<file path="src/design/tbe_pkg.sv">
`timescale 1ns / 1ps
// ----------------------------------------------------------------------------
// tbe_pkg: shared definitions for the timestamp blob encoder
// Field widths, word types, rounding constants and the queue entry format.
// ----------------------------------------------------------------------------
package tbe_pkg;

  // Input field widths.
  localparam int SECS_W = 44;
  localparam int NS_W   = 30;
  localparam int TYPE_W = 3;

  // Largest number of whole-seconds bytes sent after the header.
  localparam int SECONDS_BYTES = 5;

  // Upper part of the seconds value (seconds >> 4), padded to whole bytes.
  localparam int HI_W          = SECS_W - 4;
  localparam int HI_BYTES      = (HI_W + 7) / 8;
  localparam int HI_PAD_BYTES  = (SECONDS_BYTES > HI_BYTES) ? SECONDS_BYTES : HI_BYTES;
  localparam int HI_PAD_W      = 8 * HI_PAD_BYTES;

  // Longest run: header, marker, seconds bytes and two fraction bytes.
  localparam int MAX_BYTES = 4 + SECONDS_BYTES;
  localparam int TOTAL_W   = $clog2(MAX_BYTES + 1);
  localparam int POS_W     = $clog2(MAX_BYTES);
  localparam int NB_W      = $clog2(SECONDS_BYTES + 1);
  localparam int LEN_W     = 4;

  // Reset value of the blob type code.
  localparam logic [TYPE_W-1:0] TYPE_RESET = 3'd5;

  // Header flag bit.
  localparam logic [7:0] HDR_FLAG = 8'h80;

  // Nanosecond range check.
  localparam logic [NS_W-1:0] NS_LIMIT = 30'd999999999;

  // Exact divide by five: q = (ns * DIV5_MUL) >> DIV5_SHIFT for ns below 2^32.
  localparam int              Q5_W       = 28;
  localparam logic [31:0]     DIV5_MUL   = 32'hCCCC_CCCD;
  localparam int              DIV5_SHIFT = 34;
  localparam int              P5_W       = NS_W + 32;

  // Rounding to 1/4096 s: (q * 8 + 195312) / 390625, done as an exact
  // reciprocal multiply valid for any numerator below 2^31.
  localparam int              X_W        = 31;
  localparam logic [X_W-1:0]  ROUND_HALF = 31'd195312;
  localparam logic [31:0]     RND_MUL    = 32'd2882303762;
  localparam int              RND_SHIFT  = 50;
  localparam int              Q2_W       = 13;
  localparam int              P2_W       = X_W + 32;

  // Queue between the front and back parts.
  localparam int FIFO_DEPTH = 4;
  localparam int FIFO_AW    = $clog2(FIFO_DEPTH);
  localparam int FIFO_CW    = $clog2(FIFO_DEPTH + 1);

  // Input word.
  typedef struct packed {
    logic [SECS_W-1:0] seconds;
    logic [NS_W-1:0]   nanoseconds;
    logic              has_marker;
    logic [7:0]        marker_value;
  } tbe_in_t;

  // Output word.
  typedef struct packed {
    logic [7:0] out_byte;
    logic       last;
    logic       error;
  } tbe_out_t;

  // One queued blob: its bytes in send order, their count and the error flag.
  typedef struct packed {
    logic [MAX_BYTES-1:0][7:0] bytes;
    logic [TOTAL_W-1:0]        total;
    logic                      err;
  } tbe_desc_t;

  // Queue status seen by both parts.
  typedef struct packed {
    logic               empty;
    logic [FIFO_CW-1:0] level;
  } tbe_fifo_stat_t;

endpackage

</file>
<file path="src/design/tbe_fifo.sv">
`timescale 1ns / 1ps
// ----------------------------------------------------------------------------
// tbe_fifo: blob queue
// A short first-in first-out queue of assembled blobs between the two parts.
// ----------------------------------------------------------------------------
module tbe_fifo (
  input  logic                    clk,
  input  logic                    rst_n,
  input  logic                    push,
  input  tbe_pkg::tbe_desc_t      push_desc,
  input  logic                    pop,
  output tbe_pkg::tbe_desc_t      head,
  output tbe_pkg::tbe_fifo_stat_t stat
);
  import tbe_pkg::*;

  tbe_desc_t          mem_r [FIFO_DEPTH];
  logic [FIFO_AW-1:0] wr_ptr_r;
  logic [FIFO_AW-1:0] wr_ptr_nxt;
  logic [FIFO_AW-1:0] rd_ptr_r;
  logic [FIFO_AW-1:0] rd_ptr_nxt;
  logic [FIFO_CW-1:0] count_r;
  logic [FIFO_CW-1:0] count_nxt;

  // Pointer and fill count update.
  always_comb begin
    wr_ptr_nxt = push ? wr_ptr_r + FIFO_AW'(1) : wr_ptr_r;
    rd_ptr_nxt = pop  ? rd_ptr_r + FIFO_AW'(1) : rd_ptr_r;
    count_nxt  = count_r + FIFO_CW'(push) - FIFO_CW'(pop);
  end

  always_ff @(posedge clk) begin
    if (!rst_n) begin
      wr_ptr_r <= '0;
      rd_ptr_r <= '0;
      count_r  <= '0;
    end else begin
      wr_ptr_r <= wr_ptr_nxt;
      rd_ptr_r <= rd_ptr_nxt;
      count_r  <= count_nxt;
    end
  end

  // Storage.
  always_ff @(posedge clk) begin
    if (push) begin
      mem_r[wr_ptr_r] <= push_desc;
    end
  end

  assign head       = mem_r[rd_ptr_r];
  assign stat.empty = (count_r == '0);
  assign stat.level = count_r;

endmodule

</file>
<file path="config.mk">
export PLATFORM = sky130hd
export DESIGN_NAME = tbe_fifo
export DESIGN_NICKNAME = d
export VERILOG_FILES = /design/src/design/tbe_pkg.sv /design/src/design/tbe_fifo.sv
export SDC_FILE = /design/constraint.sdc
export NUM_CORES = 1
export LEC_CHECK = 0
export BUFFER_PORTS_ARGS = -buffer_cell sky130_fd_sc_hd__buf_4
export CORE_MARGIN = 8
export CORE_UTILIZATION = 50
export DETAILED_ROUTE_END_ITERATION = 6
export HOLD_SLACK_MARGIN = 0.08
export PLACE_DENSITY = 0.75
export SLEW_MARGIN = 20
export SYNTH_ARGS = -nofsm -noshare
export SYNTH_HDL_FRONTEND = slang
export SYNTH_SLANG_ARGS = --single-unit
</file>
<file path="constraint.sdc">
create_clock -name clk -period 6.2 [get_ports clk]
set_input_delay 1.24 -clock clk [delete_from_list [all_inputs] [get_ports clk]]
set_output_delay 1.24 -clock clk [all_outputs]
set_load 0.005 [all_outputs]
</file>
## Word-level counts from Yosys, hierarchy flattened

Memories as Yosys holds them, arrays and structs flattened. A register that Yosys moved wholly into a read port is not among the register bits.
Index checks and enable logic that the tools add are counted.

| operators by class | value |
|---|---|
| $add $sub $neg | 4 |
| multiplexer cells | 4 |
| reduce and logical (&&, ||, !) cells | 1 |

Operators by type and width:

| operator | count |
|---|---|
| 2-bit by 1-bit adder with 2-bit output (second input constant) | 2 |
| 2-bit two-way mux | 2 |
| 3-bit by 1-bit adder with 3-bit output | 1 |
| 3-bit zero test | 1 |
| 3-bit by 1-bit subtractor with 3-bit output | 1 |
| 1-bit two-way mux | 2 |

| word-level totals | value |
|---|---|
| bits in registers | 7 |
| memory bits (writable) | 308 |
| output and inout bits | 81 |
| word-level logic and storage cells | 13 |
| memories | 1 |

Memories:

| name | words | bits a word | read ports | clocked after memory_dff | write ports | RTL line | source |
|---|---|---|---|---|---|---|---|
| mem_r | 4 | 77 | 1 | 1 | 1 | tbe_fifo.sv:17 | `tbe_desc_t mem_r [FIFO_DEPTH];` |

## Logic depth before layout (Yosys ltp)

| logic depth | value |
|---|---|
| word-level depth | 3 |
| depth in mapped cells | 7 |

## Least setup slack after synthesis

OpenSTA, ideal clock, no wires.

| timing path | value |
|---|---|
| path type | input -> register |
| start | in push |
| end | mem mem_r[0][0] (netlist bit) (enable) |
| arrival | 3.036 ns |
| data required time | 5.757 ns |
| setup slack | 2.720 ns |
| stages on the path | 1 |
| path through | and2_1 |

| on the way | value |
|---|---|
| word-level cells in the longest chain between the ends | 2 |

Ends and longest elaborated chain:

| item | RTL line | source |
|---|---|---|
| start: declaration | tbe_fifo.sv:9 | `input logic push,` |
| 1-bit two-way mux | tbe_fifo.sv:46 | `if (push) begin` |
| 1-bit two-way mux (not written as such) | tbe_fifo.sv:47 | `mem_r[wr_ptr_r] <= push_desc;` |
| end: declaration | tbe_fifo.sv:17 |  |

No other way between the ends.

==> flow_summary.ini <==
[cts]
postCtsSetupBuffers = 0
cts_max_level = 1
cts_max_path_buffers = 3
cts_resized = 0
clk_latency_ns = 0.54
cts.root.buffer_cell = clkbuf_16
cts_sinks = 317
cts_made_buffers = 31
clk_pin_slew_ns = 0.06
cts_tree = done
postCtsHoldBufs = 0

[timing]
rsz0062_at_grt = false
slew_headroom_pct = 46.83
setup_ws_ns = 2.329
finalClockSkew_ns = 0.02369
tightest_slew_ns = 0.7976
maxSlewViolCount = 0
period_minus_slack_ns = 3.871
setup_viol = 0
fmax_mhz = 258.3
finalCritPeriodShare_pct = 62.44
finalHoldViolCount = 0
setup_tns_ns = 0

[routing]
top_layer = met5
wl_met3_um = 1605
firstDrtPassIters = 4
drc = 0
totalWireLength_um = 21690
drt-wirelength-per-cell_um = 23.19
drtIter0Drc = 338
vias = 5141
vias_per_cell = 5.498
postRouteAntennaNets = 0
wl_met2_um = 10820
wl_met1_um = 8900

[layout]
drive_gt1_share_pct = 45.69
fillers = 1554
syn_to_final_growth_pct = 21.51
finalNetCount = 716
antennaDiodeCount = 0

[floorplan]
fp.dieArea_um2 = 28290
die_y_um = 168.2
die_w_um = 168.2
rows = 55
io_pins = 162
coreArea_um2 = 22710
initial_utilization_pct = 51.00

[pwr]
finalPower_mw = 4.794
ir_drop_v = 0.0002455
leakagePower_nw = 4.761
power.density_nw_per_um2 = 340.7

[global_routing]
grt_pass1_wl_um = 33290
grt_usage_pct = 15.19
antenna_found_initial = 2
grt.overflow.total = 0
grt_pass1_vias = 5830
grt_max_degree = 53

[worst_setup_path]
cp_max_fo = 29
path_buf_inv = 2
worstSetupPathType = flop to output pin
arrival_ns = 2.63
crit_chain = buf_4 > mux4_2 > buf_4
worst_path_most_repeated_cell = buf_4
cp_slowest_cell = dfxtp_4
slowest_delay_ns = 0.71
end_kind = output pin
critPathRequiredTime_ns = 4.96
cp-start-kind = flop
crit_family = buffers and inverters

[synth]
synth-edff-count = 308
ys_async_sr_fraction_pct = 0
ys.flop_type = edfxtp_1
ys_seq_area_share_pct = 81.42
yosys.area.top_type_share_pct = 79.86
synth_fp_nets = 533
synth_cell_types = 20
ys_warn_count = 0
synth_area_um2 = 11580
yosysMostFrequentCell = edfxtp_1
syn_area_per_cell_um2 = 26.02
yosysTopAreaCell = edfxtp_1
synth_cells = 445
yosys-top-cells-count = edfxtp_1, mux4_2, dfxtp_1
ys_ff_latch = 317
ys_top_cells_by_area = edfxtp_1, mux4_2, dfxtp_1, buf_12, ha_1

[placed_design]
gp_congestion = 0.6759
dp_slack_ns = 2.812
numPortBuffers = 161
hpwl_um = 13600

[job]
maxCapViolCount = 0

[min_path]
hold_class = flop to flop

[status]
status = complete, no violations
tightest hold or removal path, cell delays in order (launching register included):
cell and delay [ns]:
dfxtp_1 0.34, mux2i_1 0.13, nor2_1 0.05
report_power, final:
part           switching [mW]  total (mW)  internal (mW)
clock network           0.743        1.82           1.08
logic                   0.203       0.466          0.263
registers              0.0456        2.51           2.46
total                   0.991        4.79           3.80
state kept, by name, indices dropped and copies added (netlist names), named ones only:
signal	flops
count_r	3
mem_r	308
rd_ptr_r	2
wr_ptr_r	2
placed cells by master (no fill, tap or decap), types with 2 or more instances in the layout:
cell	netlist	layout
and2_1	6	2
and2_4	0	4
buf_4	4	167
bufinv_16	0	4
clkbuf_1	4	3
clkbuf_16	0	31
clkinv_1	0	7
clkinv_2	0	5
clkinvlp_4	0	4
dfxtp_1	9	7
dfxtp_4	0	2
edfxtp_1	308	308
ha_1	6	6
inv_1	7	7
mux4_2	77	77
nor2_1	5	5
xnor2_1	2	2
final cells by class:
type / instances / area (µm²) / area share [%]
sequential: 317 / 9437 / 67.06
multi-input combinational: 103 / 1974 / 14.03
timing repair buffer: 168 / 1281 / 9.105
clock buffer: 34 / 787.0 / 5.593
tap: 285 / 356.6 / 2.534
clock inverter: 21 / 210.2 / 1.494
inverter: 7 / 26.28 / 0.1867
routing by layer:
layer | vias up | track usage [%]
met3 | 28 | 4.818
met5 | - | 0
met4 | 4 | 2.950
li1 | 2255 | -
met2 | 176 | 25.97
met1 | 2678 | 18.89
per-stage QoR:
stage	utilization (%)	hold WS, ns	std cells	instance area, µm²
final	61.97	0.5631	935	14070
after global routing	61.97	0.6072	935	14070
after CTS	61.97	0.5598	935	14070
after detailed placement	57.58	0.5490	880	13080
after global placement	57.45	0.4988	879	13050
after floorplan	-	0.4993	445	11580
worst paths after layout:
path               startpoint            to  slack, ns  cells past startpoint
hold reg to reg   wr_ptr_r[1]   wr_ptr_r[1]       0.56                      2
setup reg to reg  wr_ptr_r[0]  mem_r[2][46]       4.05                      4
setup / recovery         flop      head[47]       2.33                      3
hold / removal    wr_ptr_r[1]   wr_ptr_r[1]       0.56                      2
logic make-up (layout without fill, tap and decap cells):
group / Yosys count / count (layout) / share of synthesized area, %
xor+xnor: 3 / 3 / 0.3565
simple gates: 13 / 13 / 0.5942
buf+inv: 25 / 230 / 1.621
flops: 317 / 317 / 81.42
mux: 78 / 78 / 15.06
compound gates: 2 / 2 / 0.1296
fa+ha+maj: 7 / 7 / 0.8211
Note: power is estimated with default switching activity, not from simulation.
