$ cat src/design/tbe_pkg.sv
`timescale 1ns / 1ps
// ----------------------------------------------------------------------------
// tbe_pkg: shared definitions for the timestamp blob encoder
// Field widths, word types, rounding constants and the queue entry format.
// ----------------------------------------------------------------------------
package tbe_pkg;

  // Input field widths.
  localparam int SECS_W = 44;
  localparam int NS_W   = 30;
  localparam int TYPE_W = 3;

  // Largest number of whole-seconds bytes sent after the header.
  localparam int SECONDS_BYTES = 5;

  // Upper part of the seconds value (seconds >> 4), padded to whole bytes.
  localparam int HI_W          = SECS_W - 4;
  localparam int HI_BYTES      = (HI_W + 7) / 8;
  localparam int HI_PAD_BYTES  = (SECONDS_BYTES > HI_BYTES) ? SECONDS_BYTES : HI_BYTES;
  localparam int HI_PAD_W      = 8 * HI_PAD_BYTES;

  // Longest run: header, marker, seconds bytes and two fraction bytes.
  localparam int MAX_BYTES = 4 + SECONDS_BYTES;
  localparam int TOTAL_W   = $clog2(MAX_BYTES + 1);
  localparam int POS_W     = $clog2(MAX_BYTES);
  localparam int NB_W      = $clog2(SECONDS_BYTES + 1);
  localparam int LEN_W     = 4;

  // Reset value of the blob type code.
  localparam logic [TYPE_W-1:0] TYPE_RESET = 3'd5;

  // Header flag bit.
  localparam logic [7:0] HDR_FLAG = 8'h80;

  // Nanosecond range check.
  localparam logic [NS_W-1:0] NS_LIMIT = 30'd999999999;

  // Exact divide by five: q = (ns * DIV5_MUL) >> DIV5_SHIFT for ns below 2^32.
  localparam int              Q5_W       = 28;
  localparam logic [31:0]     DIV5_MUL   = 32'hCCCC_CCCD;
  localparam int              DIV5_SHIFT = 34;
  localparam int              P5_W       = NS_W + 32;

  // Rounding to 1/4096 s: (q * 8 + 195312) / 390625, done as an exact
  // reciprocal multiply valid for any numerator below 2^31.
  localparam int              X_W        = 31;
  localparam logic [X_W-1:0]  ROUND_HALF = 31'd195312;
  localparam logic [31:0]     RND_MUL    = 32'd2882303762;
  localparam int              RND_SHIFT  = 50;
  localparam int              Q2_W       = 13;
  localparam int              P2_W       = X_W + 32;

  // Queue between the front and back parts.
  localparam int FIFO_DEPTH = 4;
  localparam int FIFO_AW    = $clog2(FIFO_DEPTH);
  localparam int FIFO_CW    = $clog2(FIFO_DEPTH + 1);

  // Input word.
  typedef struct packed {
    logic [SECS_W-1:0] seconds;
    logic [NS_W-1:0]   nanoseconds;
    logic              has_marker;
    logic [7:0]        marker_value;
  } tbe_in_t;

  // Output word.
  typedef struct packed {
    logic [7:0] out_byte;
    logic       last;
    logic       error;
  } tbe_out_t;

  // One queued blob: its bytes in send order, their count and the error flag.
  typedef struct packed {
    logic [MAX_BYTES-1:0][7:0] bytes;
    logic [TOTAL_W-1:0]        total;
    logic                      err;
  } tbe_desc_t;

  // Queue status seen by both parts.
  typedef struct packed {
    logic               empty;
    logic [FIFO_CW-1:0] level;
  } tbe_fifo_stat_t;

endpackage

$ cat src/design/tbe_back.sv
`timescale 1ns / 1ps
// ----------------------------------------------------------------------------
// tbe_back: byte serialiser
// Sends the blob at the head of the queue one byte per cycle unless stalled
// through the output register and releases it after its final byte.
// ----------------------------------------------------------------------------
module tbe_back (
  input  logic                    clk,
  input  logic                    rst_n,
  input  tbe_pkg::tbe_desc_t      head,
  input  tbe_pkg::tbe_fifo_stat_t fifo_stat,
  output logic                    pop,
  output logic                    out_valid,
  input  logic                    out_stall,
  output tbe_pkg::tbe_out_t       out_data
);
  import tbe_pkg::*;

  logic             out_valid_r;
  logic             out_valid_nxt;
  tbe_out_t         out_data_r;
  logic [POS_W-1:0] pos_r;
  logic [POS_W-1:0] pos_nxt;
  logic             load_ok;
  logic             emit;
  logic             is_last;

  // The output register may take a new word when empty or being drained.
  assign load_ok = !out_valid_r || !out_stall;
  assign emit    = load_ok && !fifo_stat.empty;
  assign is_last = (TOTAL_W'(pos_r) + TOTAL_W'(1)) == head.total;
  assign pop     = emit && is_last;

  // Byte position within the current blob.
  always_comb begin
    if (pop) begin
      pos_nxt = '0;
    end else if (emit) begin
      pos_nxt = pos_r + POS_W'(1);
    end else begin
      pos_nxt = pos_r;
    end
    if (emit) begin
      out_valid_nxt = 1'b1;
    end else if (load_ok) begin
      out_valid_nxt = 1'b0;
    end else begin
      out_valid_nxt = out_valid_r;
    end
  end

  always_ff @(posedge clk) begin
    if (!rst_n) begin
      out_valid_r <= 1'b0;
      pos_r       <= '0;
    end else begin
      out_valid_r <= out_valid_nxt;
      pos_r       <= pos_nxt;
    end
  end

  // Output word register.
  always_ff @(posedge clk) begin
    if (emit) begin
      out_data_r.out_byte <= head.bytes[pos_r];
      out_data_r.last     <= is_last;
      out_data_r.error    <= head.err;
    end
  end

  assign out_valid = out_valid_r;
  assign out_data  = out_data_r;

endmodule

$ cat config.mk
export PLATFORM = sky130hd
export DESIGN_NAME = tbe_back
export DESIGN_NICKNAME = d
export VERILOG_FILES = /design/src/design/tbe_pkg.sv /design/src/design/tbe_back.sv
export SDC_FILE = /design/constraint.sdc
export NUM_CORES = 1
export LEC_CHECK = 0
export ABC_CLOCK_PERIOD_IN_PS = 2700
export BUFFER_PORTS_ARGS = -buffer_cell sky130_fd_sc_hd__buf_2
export CELL_PAD_IN_SITES_DETAIL_PLACEMENT = 1
export CELL_PAD_IN_SITES_GLOBAL_PLACEMENT = 1
export CORE_UTILIZATION = 30
export DETAILED_ROUTE_END_ITERATION = 16
export PLACE_DENSITY = 0.94
export SKIP_LAST_GASP = 1
export SLEW_MARGIN = 25
export SYNTH_ARGS = -nofsm -noshare
export SYNTH_HDL_FRONTEND = slang
export SYNTH_SLANG_ARGS = --single-unit
$ cat constraint.sdc
create_clock -name clk -period 2.7 [get_ports clk]
set_clock_uncertainty 0.1 [all_clocks]
set_input_delay 0.135 -clock clk [delete_from_list [all_inputs] [get_ports clk]]
set_output_delay 0.135 -clock clk [all_outputs]
set_load 0.03 [all_outputs]
* Word-level counts from Yosys, hierarchy flattened
Cells that the tools add are included.
** Word-level totals
- Word-level logic and storage cells :: 21
- Output and inout bits :: 12
- Input port bits :: 84
- Bits in registers :: 15
** Operators by class
- $lt $le $gt $ge :: 1
- $add $sub $neg :: 1
- Equal/unequal tests :: 1
- Bitwise operators :: 1
- Reductions and logical operators :: 8
- Multiplexer cells :: 4
** Operator list (count)
- binary-select mux 8 bit (select 4 bit) :: 1
- 2-to-1 mux 8 bit :: 1
- < comparator 4 x 5 -> 1 bit (second input constant) :: 1
- adder 4 x 1 -> 4 bit (second input constant) :: 1
- equality test 4 bit :: 1
- logical NOT 1 bit :: 3
- logical AND 1 bit :: 2
- 2-to-1 mux 1 bit :: 2
- nonzero test 2 bit :: 1
- OR reduction 2 bit :: 1
- logical OR 1 bit :: 1
- inverter 1 bit :: 1

* Logic depth before layout (Yosys ltp)
Gate-level depths: netlist (run 1).
- Depth after elaboration :: 5
- Depth in mapped cells :: 6
- Mapped depth without buffers :: 5

* Least setup slack after synthesis (run 1)
Ideal clock, no wire load.
- Kind :: register to register
- Start point :: register out_valid_r, in the netlist out_valid
- End point :: register pos_r[1]
- Stages on the path, launching flop included :: 4
- Data required time :: 2.460 ns
- Library setup time :: 0.140 ns
- Buffers on the path :: 0
- Slack :: 0.880 ns
- Arrival time :: 1.579 ns
- Period minus slack after synthesis :: 1.820 ns
- Cell sequence :: dfxtp_1 > a21oi_2 > nor3b_4 > nor3b_1
** On the way
- Word-level cells in the longest chain between the ends :: 5
** Ends and longest elaborated chain
- start: declaration :: line tbe_back.sv:19 : logic out_valid_r;
- start signal: assignment :: line tbe_back.sv:57 : out_valid_r <= out_valid_nxt;
- logical NOT 1 bit :: line tbe_back.sv:29 : assign load_ok = !out_valid_r || !out_stall;
- logical OR 1 bit :: line tbe_back.sv:29
- logical AND 1 bit :: line tbe_back.sv:30 : assign emit = load_ok && !fifo_stat.empty;
- via emit :: line tbe_back.sv:25 : logic emit;
- logical AND 1 bit :: line tbe_back.sv:32 : assign pop = emit && is_last;
- via pop :: line tbe_back.sv:12 : output logic pop,
- OR reduction 2 bit (no source line)
- end signal: assignment :: line tbe_back.sv:58 : pos_r <= pos_nxt;
- end: declaration :: line tbe_back.sv:22 : logic [POS_W-1:0] pos_r;
The timed path passes the listed nets, and every way through them passes these cells.
A chain may end at the register's enable or synchronous reset.

* Worst setup path after layout (run 1)
- Start point :: register pos_r[0]
- End point :: output pop
** On the way
- Word-level cells in the longest chain between the ends :: 3
** Ends and longest elaborated chain
- adder 4 x 1 -> 4 bit :: line tbe_back.sv:31 : assign is_last = (TOTAL_W'(pos_r) + TOTAL_W'(1)) == head.total;
- equality test 4 bit :: line tbe_back.sv:31
- logical AND 1 bit :: line tbe_back.sv:32
- end: declaration :: line tbe_back.sv:12
No other way between the ends.

==> results of run 1 <==
cell usage in the layout (no fill, tap or decap), types with 2 or more instances in the layout:
cell type   n
a31oi_1     8
nand3_2     2
mux2i_1     9
nand2_1    19
mux2_2      8
buf_2      92
buf_4       5
xor2_1      4
dfxtp_1     4
edfxtp_1   10
nor3b_1     3
nor2_1      2
clkbuf_8    3
o221ai_1    8
mux4_2      8
per-stage QoR:
step	cell area, um^2	utilization	total power (W)	std cells
floorplan	1240	-	0.000474	106
global placement	1740	0.434	0.000561	244
detailed placement	1740	0.434	0.000571	244
CTS	1790	0.448	0.000751	249
global route	1790	0.448	0.000783	249
finish	1790	0.448	0.000742	249
power by group through the flow:
stage	registers [W]	logic [W]	clock network, W
finish	0.000294	0.000270	0.000178
global placement	0.000297	0.000264	0
global route	0.000298	0.000293	0.000193
detailed placement	0.000300	0.000271	0
CTS	0.000295	0.000273	0.000183
floorplan	0.000317	0.000157	0
sequential cells by signal, summed over array words and instances, names as in the netlist:
| name | flops |
|---|---|
| out_data | 10 |
| out_valid | 1 |
| pos_r | 4 |
per-layer routing:
layer / GRT usage / routed length, um / up-vias
li1: - / - / 600
met1: 0.230 / 1560 / 580
met2: 0.309 / 2020 / 53
met3: 0.0293 / 215 / 8
met4: 0.0904 / 91 / 0
met5: 0 / 0 / -
kinds of logic (layout without fill, tap and decap cells):
logic type,after synthesis,after routing,share of synthesized area
buf+inv,9,102,0.0534
xor+xnor,8,8,0.0796
compound gates,18,18,0.110
flops,15,15,0.322
fa+ha+maj,1,1,0.0101
mux,25,25,0.290
simple gates,30,30,0.135
final cells by class:
cell class                 count  area share
tap                           50      0.0349
multi-input combinational     82       0.433
sequential                    15       0.224
clock buffer                   4      0.0251
timing repair buffer          98       0.283
worst max-delay path: stages, from the launching register on:
cell     delay, ns
dfxtp_2       0.64
ha_1          0.34
xnor2_1       0.19
nand3_2       0.11
nor3b_4       0.29
buf_2         0.25
path summary, 6_finish.rpt:
kind / slack, ns / end / from / cells after the start
min: 0.03 / out_valid$_SDFFE_PN0P_ / fifo_stat[3] / 2
max reg2reg: 0.56 / out_data[8]$_DFFE_PP_ / pos_r[0]$_SDFFE_PP0P_ / 4
min reg2reg: 0.42 / out_valid$_SDFFE_PN0P_ / out_valid$_SDFFE_PN0P_ / 2
max: 0.40 / pop / pos_r[0]$_SDFFE_PP0P_ / 5
==> results.py, run 1 <==
metrics = {
    "power": {
        "internal-power_w": 0.000519,
        "pwr-share-comb": 0.364,
        "netSwitchingFraction": 0.300,
        "pwr-share-seq": 0.396,
        "p_leak_nw": 0.801,
        "powerDensity_mw_per_mm2": 414,
        "power_frac_clock": 0.240,
        "power_switching_w": 0.000222,
        "peakVddDrop_mv": 0.134,
    },
    "worst_setup_path": {
        "crit_arrival_ns": 2.07,
        "critPathMaxFanout": 16,
        "cp.required_ns": 2.47,
        "worstSetupStartpointType": "flip-flop",
        "critPathKind": "flip-flop to output pin",
        "end_kind": "output pin",
    },
    "sta": {
        "relSlewSlack": 0.578,
        "tightest_slew_ns": 0.632,
        "finalHoldViolCount": 0,
        "tns_ns": 0,
        "fin_hold_ws_ns": 0.0296,
        "fmax_ghz": 0.435,
        "rsz0062_at_grt": "false",
        "finalCriticalPeriod_ns": 2.30,
        "slew_violations": 0,
        "fin_ws_ns": 0.399,
        "setup_violations": 0,
        "min_period_over_period": 0.852,
    },
    "synthesis": {
        "synth_top_area_frac": 0.242,
        "ys_ff_latch": 15,
        "yosysSeqAreaShare": 0.322,
        "synth_flop_cell": "edfxtp_1",
        "async_reset_ff_frac": 0,
        "netlist_area_mm2": 0.00124,
        "synthTopCellsByCount": "nand2_1, edfxtp_1, mux2i_1",
        "avgSynthCellArea_um2": 11.7,
        "synthCells": 106,
        "synth.area.top_cells": "edfxtp_1, mux4_2, dfxtp_1, mux2i_1, mux2_2",
        "yosysWarnings": 0,
        "synth.most_common_cell": "nand2_1",
        "yosysTopAreaCell": "edfxtp_1",
        "synth.net_count": 191,
        "synth-edff-count": 10,
        "netlist-cell-type-count": 28,
    },
    "floorplan": {
        "fp-row-count": 23,
        "dieArea_mm2": 0.00440,
        "initial_utilization": 0.311,
        "die_w_um": 66.4,
        "ios": 96,
        "core_area_mm2": 0.00400,
        "fp.dieH_um": 66.4,
    },
    "cts": {
        "hold_buffers": 1,
        "numClockSinks": 15,
        "cts-root-buf": "clkbuf_8",
        "clk_latency_ns": 0.24,
        "cts_made_buffers": 3,
        "cts_buffer_depth": 2,
        "cts-htree-levels": 1,
        "clkTransAtPathRegs_ns": 0.06,
        "cts_setup_buffers": 0,
        "ctsResizeCount": 0,
        "cts_tree": "yes",
    },
    "grt": {
        "grt_max_degree": 22,
        "grtUsageTotal": 0.185,
        "grt_pass1_wl_um": 5820,
        "antenna_found_initial": 0,
        "overflow": 0,
        "grt_pass1_vias": 1209,
    },
    "routing": {
        "drt-pass1-iter-count": 4,
        "detail_route.vias_per_cell": 4.98,
        "route.detailed.drc": 0,
        "vias": 1241,
        "finalWirelength_um": 3880,
        "final_antenna_net_count": 0,
        "initialDrtViolationCount": 31,
        "wl_per_cell_um": 15.6,
    },
    "placement": {
        "gp_congestion": 0.879,
        "io_buffers": 92,
        "hpwl_um": 3340,
        "post-place-ws_ns": 0.540,
    },
    "layout": {
        "nNetsFinal": 285,
        "multi_input_area_um2": 776,
        "layout-drive-gt1-share": 0.623,
        "area_growth_pct": 44.3,
        "diodes": 0,
        "regArea_um2": 402,
        "fill_cells": 477,
    },
    "run": {
        "drv_cap": 0,
    },
    "worst_hold_path": {
        "hp-class": "input port to flip-flop",
    },
    "run_status": {
        "outcome": "complete, no violations",
    },
}
Power figures use the tool's default switching activity.
==> run 2: changes to the inputs <==
- CORE_UTILIZATION: 30 -> 31
- CTS_BUF_LIST: unset -> sky130_fd_sc_hd__clkbuf_4
- PLACE_DENSITY: 0.94 -> 0.95
- RECOVER_POWER: unset -> 50
==> results.py, run 2 (synthesis gave the netlist of run 1 again) <==
metrics = {
    "routing": {
        "route.detailed.drc": 0,
        "finalWirelength_um": 3720,
        "drt-pass1-iter-count": 4,
        "detail_route.vias_per_cell": 4.90,
        "wl_per_cell_um": 15.0,
        "initialDrtViolationCount": 37,
        "vias": 1215,
        "final_antenna_net_count": 0,
    },
    "worst_setup_path": {
        "cp.required_ns": 2.47,
        "critPathMaxFanout": 16,
        "crit_arrival_ns": 2.07,
        "regToRegEndpoint": "out_data[5]$_DFFE_PP_",
        "reg2reg_slack_ns": 0.83,
        "critPathKind": "flip-flop to output pin",
        "crit_start": "pos_r[0]$_SDFFE_PP0P_",
        "worstSetupStartpointType": "flip-flop",
        "end_kind": "output pin",
        "reg2reg_from": "pos_r[0]$_SDFFE_PP0P_",
        "worstRegToRegCells": 4,
    },
    "grt": {
        "grt_max_degree": 22,
        "grt_pass1_wl_um": 5860,
        "antenna_found_initial": 0,
        "overflow": 0,
        "grtUsageTotal": 0.183,
        "grt_pass1_vias": 1260,
    },
    "power": {
        "powerDensity_mw_per_mm2": 392,
        "p_leak_nw": 0.762,
        "power_w": 0.000691,
        "peakVddDrop_mv": 0.143,
    },
    "cts": {
        "cts-htree-levels": 1,
        "cts-root-buf": "clkbuf_4",
        "cts_tree": "yes",
        "clkTransAtPathRegs_ns": 0.09,
        "cts_made_buffers": 3,
        "cts_setup_buffers": 0,
        "numClockSinks": 15,
        "cts_buffer_depth": 2,
        "clk_latency_ns": 0.27,
    },
    "placement": {
        "io_buffers": 92,
        "gp_congestion": 0.817,
        "dpl-instance-area_mm2": 0.00173,
        "hpwl_um": 3140,
    },
    "sta": {
        "slew_violations": 0,
        "rsz0062_at_grt": "false",
        "finalCriticalPeriod_ns": 2.30,
        "tns_ns": 0,
        "relSlewSlack": 0.597,
        "fin_hold_ws_ns": 0.0192,
        "fmax_ghz": 0.435,
        "setup_violations": 0,
        "finalHoldViolCount": 0,
        "min_period_over_period": 0.852,
        "tightest_slew_ns": 0.603,
    },
    "worst_hold_path": {
        "min_from": "out_stall",
        "hold_path_end": "out_valid$_SDFFE_PN0P_",
        "hp-class": "input port to flip-flop",
        "hold_depth": 3,
    },
    "layout": {
        "nNetsFinal": 286,
        "postLayoutCellArea_mm2": 0.00176,
        "layout-drive-gt1-share": 0.550,
        "area_growth_pct": 41.8,
        "multi_input_area_um2": 772,
        "layout_commonest_cell": "buf_2",
        "regArea_um2": 400,
        "diodes": 0,
        "final_cell_mix": "buf_2, nand2_1, clkbuf_1",
        "fill_cells": 471,
        "largest_register_ffs": 10,
    },
    "floorplan": {
        "die_w_um": 65.3,
        "ios": 96,
        "fp.dieH_um": 65.3,
        "fp-row-count": 22,
        "core_area_mm2": 0.00374,
        "initial_utilization": 0.332,
        "dieArea_mm2": 0.00426,
    },
    "run_status": {
        "outcome": "complete, no violations",
    },
    "run": {
        "drv_cap": 0,
    },
}
-- run 2: worst max-delay path by stage --
| stage | to | cells after the start |
|---|---|---|
| 4_1_cts | pop | 6 |
| 3_5_place_dp | pop | 6 |
| 2_1_floorplan | pos_r[1]$_SDFFE_PP0P_ | 3 |
| 3_3_place_gp | pop | 6 |
| 6_report | pop | 6 |
| 5_1_grt | pop | 6 |
-- run 2: routing by layer --
layer  share of wire  GRT usage  vias up
li1                -          -      601
met1            0.40      0.217      567
met2            0.54      0.334       45
met3           0.050     0.0313        2
met4          0.0073     0.0516        0
met5               0          0        -
-- run 2: critical path, stage by stage (launching register included) --
cell and delay (ns):
dfxtp_1 0.34, buf_4 0.28, ha_1 0.30, xnor2_1 0.19, nand3_2 0.11, nor3b_4 0.29
buf_2 0.26
-- run 2: cell type report --
type	count	area share
clock buffer	4	0.0170
multi-input combinational	82	0.438
sequential	15	0.227
tap	48	0.0341
timing repair buffer	99	0.283
-- run 2: per-stage QoR --
stage | instances | utilization | worst slack [ns]
6_report | 248 | 0.471 | 0.399
5_1_grt | 248 | 0.471 | 0.258
4_1_cts | 248 | 0.477 | 0.371
3_5_place_dp | 242 | 0.463 | 0.686
3_3_place_gp | 242 | 0.463 | 0.734
2_1_floorplan | 106 | - | 0.880
-- run 2: report_power, final --
part,switching (W),total (W),internal (W)
combinational,0.000140,0.000279,0.000139
clock,0.0000681,0.000135,0.0000672
sequential,0.00000637,0.000277,0.000270
-- run 2: repair_timing --
action,CTS,global route
hold buffers,2,0
hold endpoints to repair,2,0
gates resized for setup,0,0
==> run 3: changes to the inputs <==
- CORE_MARGIN: unset -> 2
- CORE_UTILIZATION: 31 -> 30
- CTS_BUF_LIST: sky130_fd_sc_hd__clkbuf_4 -> unset
- CTS_CLUSTER_SIZE: unset -> 12
- PLACE_DENSITY: 0.95 -> 0.94
==> results.py, run 3 (synthesis gave the netlist of run 1 again) <==
metrics = {
    "power": {
        "internal-power_w": 0.000515,
        "p_leak_nw": 0.767,
        "powerDensity_mw_per_mm2": 421,
        "power_switching_w": 0.000236,
        "pwr-share-comb": 0.353,
        "power_w": 0.000751,
        "power_frac_clock": 0.252,
        "netSwitchingFraction": 0.314,
        "pwr-share-seq": 0.395,
        "peakVddDrop_mv": 0.173,
    },
    "grt": {
        "grt_pass1_vias": 1360,
        "grt_max_degree": 20,
        "grtUsageTotal": 0.184,
        "antenna_found_initial": 0,
        "overflow": 0,
        "grt_pass1_wl_um": 6200,
    },
    "floorplan": {
        "fp-row-count": 23,
        "initial_utilization": 0.311,
        "core_area_mm2": 0.00400,
        "ios": 96,
        "fp.dieH_um": 68.4,
        "dieArea_mm2": 0.00467,
        "die_w_um": 68.4,
    },
    "worst_setup_path": {
        "crit_cells": 5,
        "worstSetupStartpointType": "flip-flop",
        "cp.required_ns": 2.47,
        "critPathMaxStageDelay_ns": 0.69,
        "crit_start": "pos_r[0]$_SDFFE_PP0P_",
        "worstPathCellList": "ha_1, xnor2_1, nand3_2, nor3b_4, buf_2",
        "critPathKind": "flip-flop to output pin",
        "slowest_stage": "dfxtp_2",
        "path_buf_inv": 1,
        "worstRegToRegCells": 5,
        "end_kind": "output pin",
        "cp_top_family": "flip-flops",
        "regToRegEndpoint": "pos_r[2]$_SDFFE_PP0P_",
        "reg2reg_slack_ns": 0.69,
        "reg2reg_from": "pos_r[0]$_SDFFE_PP0P_",
        "crit_arrival_ns": 2.21,
        "critPathMaxFanout": 19,
        "crit_path_end": "pop",
    },
    "cts": {
        "clk_latency_ns": 0.26,
        "numClockSinks": 15,
        "cts_setup_buffers": 0,
        "cts_made_buffers": 3,
        "ctsResizeCount": 0,
        "clkTransAtPathRegs_ns": 0.06,
        "cts-htree-levels": 1,
        "cts_tree": "yes",
        "cts_buffer_depth": 2,
        "cts-root-buf": "clkbuf_8",
    },
    "run_status": {
        "outcome": "complete, no violations",
    },
    "placement": {
        "hpwl_um": 3340,
        "gp_congestion": 0.678,
        "post-place-ws_ns": 0.556,
        "io_buffers": 92,
    },
    "layout": {
        "final_cell_mix": "buf_2, nand2_1, clkbuf_1",
        "layout-drive-gt1-share": 0.555,
        "nNetsFinal": 286,
        "diodes": 0,
        "largest_register_ffs": 10,
        "layout_commonest_cell": "buf_2",
        "area_growth_pct": 43.6,
    },
    "worst_hold_path": {
        "hp-class": "input port to flip-flop",
    },
    "sta": {
        "slew_violations": 0,
        "fin_hold_ws_ns": 0.0503,
        "finalHoldViolCount": 0,
        "tightest_slew_ns": 0.815,
        "relSlewSlack": 0.457,
        "setup_violations": 0,
        "min_period_over_period": 0.907,
        "fin_ws_ns": 0.251,
        "finalCriticalPeriod_ns": 2.45,
        "rsz0062_at_grt": "false",
        "tns_ns": 0,
        "fmax_ghz": 0.408,
    },
    "routing": {
        "drt-pass1-iter-count": 4,
        "finalWirelength_um": 4030,
        "vias": 1250,
        "detail_route.vias_per_cell": 5.00,
        "final_antenna_net_count": 0,
        "route.detailed.drc": 0,
        "wl_per_cell_um": 16.1,
        "initialDrtViolationCount": 53,
    },
    "run": {
        "drv_cap": 0,
    },
}
run 3: cell count changes in the layout (fill, tap and decap cells not counted):
cell and delta:
clkbuf_8 +3, dfxtp_1 -1, a21oi_1 -1, dfxtp_2 +1, clkbuf_4 -4, a21oi_2 +1
clkbuf_1 +1
run 3: what timing repair did:
item | in CTS | in global routing
endpoints found under the hold margin | 2 | 0
hold buffers | 2 | 0
setup endpoints to repair | 0 | 0
run 3: stage by stage:
step / utilization / std cells / instance area [um^2]
floorplan: - / 106 / 1240
global placement: 0.434 / 244 / 1740
detailed placement: 0.434 / 244 / 1740
CTS: 0.451 / 250 / 1800
global route: 0.446 / 250 / 1780
finish: 0.446 / 250 / 1780
run 3: power groups by stage:
stage,combinational (W),clock [W],sequential [W]
6_report,0.000265,0.000189,0.000296
5_1_grt,0.000287,0.000199,0.000301
4_1_cts,0.000274,0.000190,0.000296
3_5_place_dp,0.000269,0,0.000301
3_3_place_gp,0.000262,0,0.000301
2_1_floorplan,0.000157,0,0.000317
run 3: how the worst min path moves through the flow:
stage / startpoint / to / slack [ns] / cells after the start
6_report: rst_n / pos_r[0]$_SDFFE_PP0P_ / 0.05 / 3
3_3_place_gp: head[0] / out_data[0]$_DFFE_PP_ / 0.22 / 1
4_1_cts: out_stall / out_valid$_SDFFE_PN0P_ / 0.05 / 3
2_1_floorplan: head[0] / out_data[0]$_DFFE_PP_ / 0.13 / 0
5_1_grt: head[69] / out_data[2]$_DFFE_PP_ / 0.06 / 3
3_5_place_dp: head[0] / out_data[0]$_DFFE_PP_ / 0.23 / 1
run 3: tightest hold or removal path: cells and delay by family:
family,cells,cell delay [ns]
buf+inv,1,0.13
simple gates,2,0.10
run 3: layout make-up:
cell class,count,area (um^2)
Fill cell,494,2220
Sequential cell,15,402
Multi-Input combinational cell,82,776
Timing Repair Buffer,99,499
Tap cell,50,62.6
Clock buffer,4,45.0
run 3: layer usage:
metal	global-route usage	up-vias	share of wire
li1	-	604	-
met1	0.197	574	0.37
met2	0.340	63	0.54
met3	0.0411	9	0.068
met4	0.0850	0	0.022
met5	0	-	0
